[src/rtl/core/cfmt_pkg.sv]
// Shared types, constants and the CRC-16/CCITT byte step for the framed message transmitter.
// No dependencies; every other file in rtl/core imports this package.
package cfmt_pkg;

    localparam logic [1:0] ACT_START = 2'd0;
    localparam logic [1:0] ACT_DATA  = 2'd1;
    localparam logic [1:0] ACT_END   = 2'd2;

    localparam logic [15:0] CRC_INIT = 16'hFFFF;

    // Sync bytes 'Z', 'e', 'b', 'u' that open every frame.
    localparam int          SYNC_LEN = 4;
    localparam logic [7:0]  SYNC_BYTES [SYNC_LEN] = '{8'h5A, 8'h65, 8'h62, 8'h75};

    // Command queue between the front and the back.
    localparam int QUEUE_DEPTH = 4;
    localparam int PTR_W       = $clog2(QUEUE_DEPTH);
    localparam int CNT_W       = $clog2(QUEUE_DEPTH + 1);

    // Step counter in the back covers the five header bytes of a start.
    localparam int START_LEN = SYNC_LEN + 1;
    localparam int STEP_W    = $clog2(START_LEN);

    typedef enum logic [1:0] {
        CMD_START,
        CMD_DATA,
        CMD_END
    } cmd_kind_t;

    // The payload carries the type or data byte in its low half, or the whole CRC for an end.
    typedef struct packed {
        cmd_kind_t   kind;
        logic [15:0] payload;
    } cmd_t;

    typedef struct packed {
        logic valid;
        cmd_t entry;
    } q_wr_t;

    typedef struct packed {
        logic avail;
        cmd_t entry;
    } q_rd_t;

    // One byte of CRC-16/CCITT, polynomial 0x1021, most significant bit first.
    function automatic logic [15:0] crc_fold(input logic [15:0] crc, input logic [7:0] b);
        logic [7:0] t;
        t = crc[15:8] ^ b;
        t = t ^ {4'b0000, t[7:4]};
        return {crc[7:0], 8'h00} ^ {t[3:0], 12'h000} ^ {3'b000, t, 5'b00000} ^ {8'h00, t};
    endfunction

    // CRC after the four sync bytes; only the type byte still has to be folded in.
    localparam logic [15:0] CRC_SYNC =
        crc_fold(crc_fold(crc_fold(crc_fold(CRC_INIT, SYNC_BYTES[0]), SYNC_BYTES[1]),
                          SYNC_BYTES[2]), SYNC_BYTES[3]);

endpackage

[src/rtl/core/crc_framed_message_transmitter.sv]
// Top level of the framed message transmitter with a CRC-16/CCITT trailer.
// Instantiates cfmt_front, cfmt_queue and cfmt_back; depends on cfmt_pkg.
//
// The block turns a stream of action items into the bytes of outgoing serial frames.
// Input channel: an item (action, msg_type, data_byte) transfers at a rising edge
// with push high and full low. A start item yields the four sync bytes and the
// message type, a payload item inside a frame yields its byte, and an end item
// inside a frame yields the CRC, low byte first, with frame_done on the high byte.
// Payload and end items outside a frame, and the unused action code, yield nothing.
// Result channel: while empty is low the oldest byte sits on out_byte, run_last and
// frame_done, and it transfers at a rising edge with pop high.
// With the queue and the back idle, an item is first written into the queue, and its
// first byte then goes to the back's output register, which drives the result ports.
// Throughput: one result byte per cycle while pop is high, set by the single output
// register of the back; a payload item is thus taken every cycle, a start item holds
// the back for five bytes, an end item for two. The front's CRC step is XOR logic.
// A four-entry command queue between front and back absorbs bursts; full rises
// only when it fills, so a stalled receiver backs up into the queue and then into
// the sender, and no byte is lost. Reset clears the queue and the output register,
// closes any open frame and reloads the CRC with all ones.
module crc_framed_message_transmitter (
    input  logic       clk,
    input  logic       rst_n,
    input  logic       push,
    output logic       full,
    input  logic [1:0] action,
    input  logic [7:0] msg_type,
    input  logic [7:0] data_byte,
    output logic       empty,
    input  logic       pop,
    output logic [7:0] out_byte,
    output logic       run_last,
    output logic       frame_done
);
    import cfmt_pkg::*;

    q_wr_t q_wr;
    q_rd_t q_rd;
    logic  q_pop;

    // The front classifies each item and keeps the frame state and running CRC.
    cfmt_front u_front (
        .clk       (clk),
        .rst_n     (rst_n),
        .push      (push),
        .full      (full),
        .action    (action),
        .msg_type  (msg_type),
        .data_byte (data_byte),
        .wr        (q_wr)
    );

    // Commands wait here until the back is ready to expand them.
    cfmt_queue u_queue (
        .clk    (clk),
        .rst_n  (rst_n),
        .wr     (q_wr),
        .rd_pop (q_pop),
        .rd     (q_rd),
        .full   (full)
    );

    // The back sequences the bytes of each command into the output register.
    cfmt_back u_back (
        .clk        (clk),
        .rst_n      (rst_n),
        .rd         (q_rd),
        .rd_pop     (q_pop),
        .pop        (pop),
        .empty      (empty),
        .out_byte   (out_byte),
        .run_last   (run_last),
        .frame_done (frame_done)
    );

endmodule

[src/rtl/core/cfmt_front.sv]
// Front of the framed message transmitter: accepts action items, tracks the open frame
// and the running CRC, and writes one command per emitting item. Depends on cfmt_pkg.
module cfmt_front (
    input  logic           clk,
    input  logic           rst_n,
    input  logic           push,
    input  logic           full,
    input  logic [1:0]     action,
    input  logic [7:0]     msg_type,
    input  logic [7:0]     data_byte,
    output cfmt_pkg::q_wr_t wr
);
    import cfmt_pkg::*;

    logic [15:0] crc_reg;
    logic [15:0] crc_next;
    logic        in_frame_reg;
    logic        in_frame_next;
    logic        accept;

    assign accept = push && !full;

    always_comb
    begin
        crc_next          = crc_reg;
        in_frame_next     = in_frame_reg;
        wr.valid          = 1'b0;
        wr.entry.kind     = CMD_DATA;
        wr.entry.payload  = {8'h00, data_byte};
        case (action)
            ACT_START:
            begin
                wr.entry.kind    = CMD_START;
                wr.entry.payload = {8'h00, msg_type};
                wr.valid         = accept;
                if (accept)
                begin
                    crc_next      = crc_fold(CRC_SYNC, msg_type);
                    in_frame_next = 1'b1;
                end
            end
            ACT_DATA:
            begin
                wr.valid = accept && in_frame_reg;
                if (accept && in_frame_reg)
                begin
                    crc_next = crc_fold(crc_reg, data_byte);
                end
            end
            ACT_END:
            begin
                wr.entry.kind    = CMD_END;
                wr.entry.payload = crc_reg;
                wr.valid         = accept && in_frame_reg;
                if (accept && in_frame_reg)
                begin
                    in_frame_next = 1'b0;
                end
            end
            default:
            begin
                wr.valid = 1'b0;
            end
        endcase
    end

    always_ff @(posedge clk or negedge rst_n)
    begin
        if (!rst_n)
        begin
            crc_reg      <= CRC_INIT;
            in_frame_reg <= 1'b0;
        end
        else
        begin
            crc_reg      <= crc_next;
            in_frame_reg <= in_frame_next;
        end
    end

endmodule

[src/rtl/core/cfmt_queue.sv]
// Short command queue that decouples the front from the back of the transmitter.
// Depends on cfmt_pkg for the command type and the depth.
module cfmt_queue (
    input  logic            clk,
    input  logic            rst_n,
    input  cfmt_pkg::q_wr_t wr,
    input  logic            rd_pop,
    output cfmt_pkg::q_rd_t rd,
    output logic            full
);
    import cfmt_pkg::*;

    cmd_t             mem [QUEUE_DEPTH];
    logic [PTR_W-1:0] head_reg;
    logic [PTR_W-1:0] head_next;
    logic [PTR_W-1:0] tail_reg;
    logic [PTR_W-1:0] tail_next;
    logic [CNT_W-1:0] count_reg;
    logic [CNT_W-1:0] count_next;
    logic             do_push;
    logic             do_pop;

    assign full     = (count_reg == CNT_W'(QUEUE_DEPTH));
    assign rd.avail = (count_reg != '0);
    assign rd.entry = mem[head_reg];
    assign do_push  = wr.valid && !full;
    assign do_pop   = rd_pop && rd.avail;

    always_comb
    begin
        head_next  = do_pop  ? head_reg + 1'b1 : head_reg;
        tail_next  = do_push ? tail_reg + 1'b1 : tail_reg;
        count_next = count_reg;
        if (do_push && !do_pop)
        begin
            count_next = count_reg + 1'b1;
        end
        else if (do_pop && !do_push)
        begin
            count_next = count_reg - 1'b1;
        end
    end

    always_ff @(posedge clk or negedge rst_n)
    begin
        if (!rst_n)
        begin
            head_reg  <= '0;
            tail_reg  <= '0;
            count_reg <= '0;
        end
        else
        begin
            head_reg  <= head_next;
            tail_reg  <= tail_next;
            count_reg <= count_next;
        end
    end

    always_ff @(posedge clk)
    begin
        if (do_push)
        begin
            mem[tail_reg] <= wr.entry;
        end
    end

`ifndef SYNTHESIS
    a_count_bound: assert property (@(posedge clk) disable iff (!rst_n)
        count_reg <= CNT_W'(QUEUE_DEPTH))
        else $error("command queue count beyond its depth");

    a_no_lost_push: assert property (@(posedge clk) disable iff (!rst_n)
        wr.valid |-> !full)
        else $error("command written while the queue is full");

    a_no_empty_pop: assert property (@(posedge clk) disable iff (!rst_n)
        rd_pop |-> rd.avail)
        else $error("command taken from an empty queue");
`endif

endmodule

[src/rtl/core/cfmt_back.sv]
// Back of the transmitter: expands each command into its output bytes, one a cycle
// as pop allows, into an output register that the receiver drains. Needs cfmt_pkg.
module cfmt_back (
    input  logic            clk,
    input  logic            rst_n,
    input  cfmt_pkg::q_rd_t rd,
    output logic            rd_pop,
    input  logic            pop,
    output logic            empty,
    output logic [7:0]      out_byte,
    output logic            run_last,
    output logic            frame_done
);
    import cfmt_pkg::*;

    logic              busy_reg;
    logic              busy_next;
    cmd_t              cmd_reg;
    cmd_t              cmd_next;
    logic [STEP_W-1:0] step_reg;
    logic [STEP_W-1:0] step_next;
    logic              out_valid_reg;
    logic              out_valid_next;
    logic [7:0]        out_byte_reg;
    logic [7:0]        out_byte_next;
    logic              out_last_reg;
    logic              out_last_next;
    logic              out_done_reg;
    logic              out_done_next;

    cmd_t              cur;
    logic              cur_ok;
    logic [STEP_W-1:0] cur_step;
    logic              fire;
    logic [7:0]        gen_byte;
    logic              gen_last;
    logic              gen_done;

    always_comb
    begin
        cur      = busy_reg ? cmd_reg : rd.entry;
        cur_ok   = busy_reg || rd.avail;
        cur_step = busy_reg ? step_reg : '0;
        fire     = cur_ok && (!out_valid_reg || pop);

        gen_byte = cur.payload[7:0];
        gen_last = 1'b1;
        gen_done = 1'b0;
        case (cur.kind)
            CMD_START:
            begin
                if (cur_step < STEP_W'(SYNC_LEN))
                begin
                    gen_byte = SYNC_BYTES[cur_step[PTR_W-1:0]];
                    gen_last = 1'b0;
                end
            end
            CMD_DATA:
            begin
                gen_last = 1'b1;
            end
            CMD_END:
            begin
                if (cur_step == '0)
                begin
                    gen_last = 1'b0;
                end
                else
                begin
                    gen_byte = cur.payload[15:8];
                    gen_done = 1'b1;
                end
            end
            default:
            begin
                gen_last = 1'b1;
            end
        endcase

        rd_pop         = fire && !busy_reg;
        busy_next      = busy_reg;
        cmd_next       = cmd_reg;
        step_next      = step_reg;
        out_valid_next = out_valid_reg && !pop;
        out_byte_next  = out_byte_reg;
        out_last_next  = out_last_reg;
        out_done_next  = out_done_reg;
        if (fire)
        begin
            out_valid_next = 1'b1;
            out_byte_next  = gen_byte;
            out_last_next  = gen_last;
            out_done_next  = gen_done;
            busy_next      = !gen_last;
            cmd_next       = cur;
            step_next      = cur_step + 1'b1;
        end
    end

    always_ff @(posedge clk or negedge rst_n)
    begin
        if (!rst_n)
        begin
            busy_reg      <= 1'b0;
            step_reg      <= '0;
            out_valid_reg <= 1'b0;
        end
        else
        begin
            busy_reg      <= busy_next;
            step_reg      <= step_next;
            out_valid_reg <= out_valid_next;
        end
    end

    always_ff @(posedge clk)
    begin
        cmd_reg      <= cmd_next;
        out_byte_reg <= out_byte_next;
        out_last_reg <= out_last_next;
        out_done_reg <= out_done_next;
    end

    assign empty      = !out_valid_reg;
    assign out_byte   = out_byte_reg;
    assign run_last   = out_last_reg;
    assign frame_done = out_done_reg;

`ifndef SYNTHESIS
    a_data_single: assert property (@(posedge clk) disable iff (!rst_n)
        busy_reg |-> cmd_reg.kind != CMD_DATA)
        else $error("a payload command spans more than one byte");

    a_held_result: assert property (@(posedge clk) disable iff (!rst_n)
        (out_valid_reg && !pop) |=> out_valid_reg)
        else $error("a waiting result was dropped");

    a_done_is_last: assert property (@(posedge clk) disable iff (!rst_n)
        (out_valid_reg && out_done_reg) |-> out_last_reg)
        else $error("frame end marked on a byte that is not the last of its item");
`endif

endmodule
[config.mk]
export PLATFORM = sky130hd
export DESIGN_NAME = crc_framed_message_transmitter
export DESIGN_NICKNAME = d
export VERILOG_FILES = /design/src/rtl/core/cfmt_pkg.sv /design/src/rtl/core/crc_framed_message_transmitter.sv /design/src/rtl/core/cfmt_front.sv /design/src/rtl/core/cfmt_queue.sv /design/src/rtl/core/cfmt_back.sv
export SDC_FILE = /design/constraint.sdc
export NUM_CORES = 1
export LEC_CHECK = 0
export CAP_MARGIN = 15
export CORE_MARGIN = 4
export CORE_UTILIZATION = 50
export DETAILED_ROUTE_END_ITERATION = 12
export DONT_BUFFER_PORTS = 1
export PLACE_DENSITY_LB_ADDON = 0.12
export SLEW_MARGIN = 20
export SYNTH_ARGS = -nofsm -noshare
export SYNTH_HDL_FRONTEND = slang
export SYNTH_SLANG_ARGS = --single-unit
[constraint.sdc]
create_clock -name clk -period 2.85 [get_ports clk]
set_input_delay 0.285 -clock clk [delete_from_list [all_inputs] [get_ports clk]]
set_output_delay 0.285 -clock clk [all_outputs]
set_load 0.005 [all_outputs]
==> results.cfg <==
[floorplan]
io_pins = 34
fp.dieH_um = 119
rows = 40
die_w_um = 119
die-area_sq_um = 14300
initial_utilization_pct = 51.5
core-area_sq_um = 12100

[synth]
syn_inst = 453
postSynthAreaPerCell_sq_um = 13.7
synth_xor_xnor_area_share_pct = 7.55
synth_top_family_by_area = simple AND/OR/NAND/NOR gates
ys.flop_type = edfxtp_1
synth_compound_area_share_pct = 8.22
synth_cell_types = 50
synthAdderAreaFrac_pct = 2.94
async_flop_share_pct = 22.5
synth.cell_area_sq_um = 6210
synth_top_area_share_pct = 48.3
ys_ff_latch = 129
yosys.area.top_type = edfxtp_1
synth.area.top_cells = edfxtp_1 (48%), dfstp_2 (6.8%), dfrtp_1 (5.2%)
yosys.area_share.simple_pct = 9.29
ys_seq_area_share_pct = 60.4
yosys_warnings = 0
synth_mux_area_share_pct = 8.78
synth_edf_count = 100
syn-num-nets = 489

[global_route]
grt_max_degree = 33
antenna_found_initial = 0
grt_pass1_wl_um = 19600
grt_overflow = 0
track_usage_pct = 18.3
grt_pass1_vias = 3641

[pwr]
p_int_mw = 5.44
switching_share_pct = 30.8
p_seq_share_pct = 39.1
p_clk_share_pct = 26.9
p_switching_mw = 2.42
combinationalPowerShare_pct = 34.0
p_leak_nw = 2.76
p_total_mw = 7.85
ir_drop_mv = 0.483
power_density_nw_per_um2 = 1110

[drt]
via_per_inst = 5.52
wl_um = 12100
drt_iter0_markers = 334
final_antenna_net_count = 0
dr.pass1.iters = 5
drt_drc_violations_left = 0
vias = 3600
wl_per_cell_um = 18.6

[cts]
clk_pin_slew_ns = 0.05
cts_root_buf = clkbuf_16
h-tree-depth = 4
cts_setup_buffers = 0
cts_tree = built
insertion_delay_ns = 0.41
cts.sinks = 129
cts_buffers = 17
cts.path.max_buffers = 2

[setup_path]
cp_slowest_cell = dfrtp_1
rr_worst_depth = 6
cp.arrival_ns = 2.43
startpoint = u_back.busy_reg
cpLargestDelayFamily = compound AO/OA/AOI/OAI gates
max_stage_delay_ns = 0.38
crit_path_max_fanout = 29
cp.depth = 6
startpoint_type = register
critical_path.cell_chain = buf_4, nor2_2, a221o_1, inv_1, a21o_1, a222oi_1
required_ns = 3.04
endpoint_kind = register
path_buf_inv = 2
worst-setup-path-type = reg2reg
r2r-start = u_back.busy_reg

[cells_and_area]
fin_nets = 507
area_delta_synth_final_pct = 13.6
final_cell_mix = edfxtp_1 (100), nand2_1 (73), mux2i_1 (23)
final_common_cell = edfxtp_1
diodes = 0
drive_gt1_share_pct = 16.3
largest_reg_flops = 72
design_area_sq_um = 7060

[placement]
hpwlAfterDp_um = 8250
numPortBuffers = 0
gp_congestion = 0.804
dpl_cell_area_sq_um = 6450

[sta]
slew_violations = 0
finalCritPeriodShare_pct = 78.6
timing.slew.headroom_pct = 57.0
setup_viol = 0
hold_viol = 0
setup_tns_ns = 0
rsz0062_at_grt = false
tightest_slew_ns = 0.640
fin_skew_ns = 0.00510
whs_ns = 0.0735
fin_crit_ns = 2.24
fmax_mhz = 446

[min_path]
hold_path_depth = 2
min_from = msg_type[6]
min_path_type = in2reg

[job]
max_cap_violations = 0

[status]
status = complete, no violations
## stage by stage
stage	utilization (%)	instances	setup WS [ns]
final	58.5	652	0.608
after global placement	53.4	618	0.623
after global routing	58.5	652	0.443
after detailed placement	53.4	618	0.601
after floorplan	-	453	0.277
after CTS	58.5	652	0.592
## Yosys cell counts, types with 5 or more instances
master      n
nand2b_1    6
nor2_1      9
edfxtp_1  100
ha_1       13
o21ai_0    21
xnor2_1    17
mux2i_1    23
a21o_1      5
a22oi_1    15
xnor3_1     5
a21oi_1    13
dfstp_2    16
mux4_2      9
a211oi_1    5
nand2_1    73
and2_1     17
dfrtp_1    13
buf_6       5
inv_1      16
clkbuf_1   11
xor2_1     11
## area by class of cell
class	instances	area (sq um)
fill	973	5000
inverter	16	60.1
sequential	129	3750
timing repair buffer	19	170
clock buffer	26	500
multi-input combinational	288	2290
tap	168	210
clock inverter	6	80.1
## power by group through the flow
stage	clock, mW	sequential (mW)	combinational, mW
after floorplan	0	3.01	2.16
after global placement	0	3.08	2.63
after detailed placement	0	3.11	2.67
after CTS	2.16	3.07	2.70
after global routing	2.28	3.13	2.94
final	2.11	3.07	2.67
## cell families after synthesis
kind of cell	Yosys count
flops	129
simple gates	123
compound gates	75
xor+xnor	38
mux	38
buf+inv	36
fa+ha+maj	14
## path summary, 6_finish.rpt
check | to | slack [ns]
worst min register to register | u_queue.count_reg[2] | 0.49
worst max register to register | u_back.out_byte[2] | 0.61
worst max-delay path | u_back.out_byte[2] | 0.61
max in group asynchronous | u_front.crc_reg[10] | 2.27
min in group asynchronous | u_back.step_reg[2] | 0.33
worst min-delay path | u_front.crc_reg[11] | 0.07
## layer usage
metal  GRT usage, %  routed length (um)  vias up  share of wire, %
li1               -                   -     1695                 -
met1           23.6                5380     1783                44
met2           29.6                5940      102                49
met3           5.98                 635       20               5.2
met4           5.80                 160        0               1.3
met5              0                   0        -                 0
## what timing repair did
item / CTS / global route
setup endpoints to repair: 0 / 0
hold buffers: 2 / 0
gates resized for setup: 0 / 0
hold endpoints to repair: 29 / 0
No activity file was read; power rests on OpenSTA's default activity.
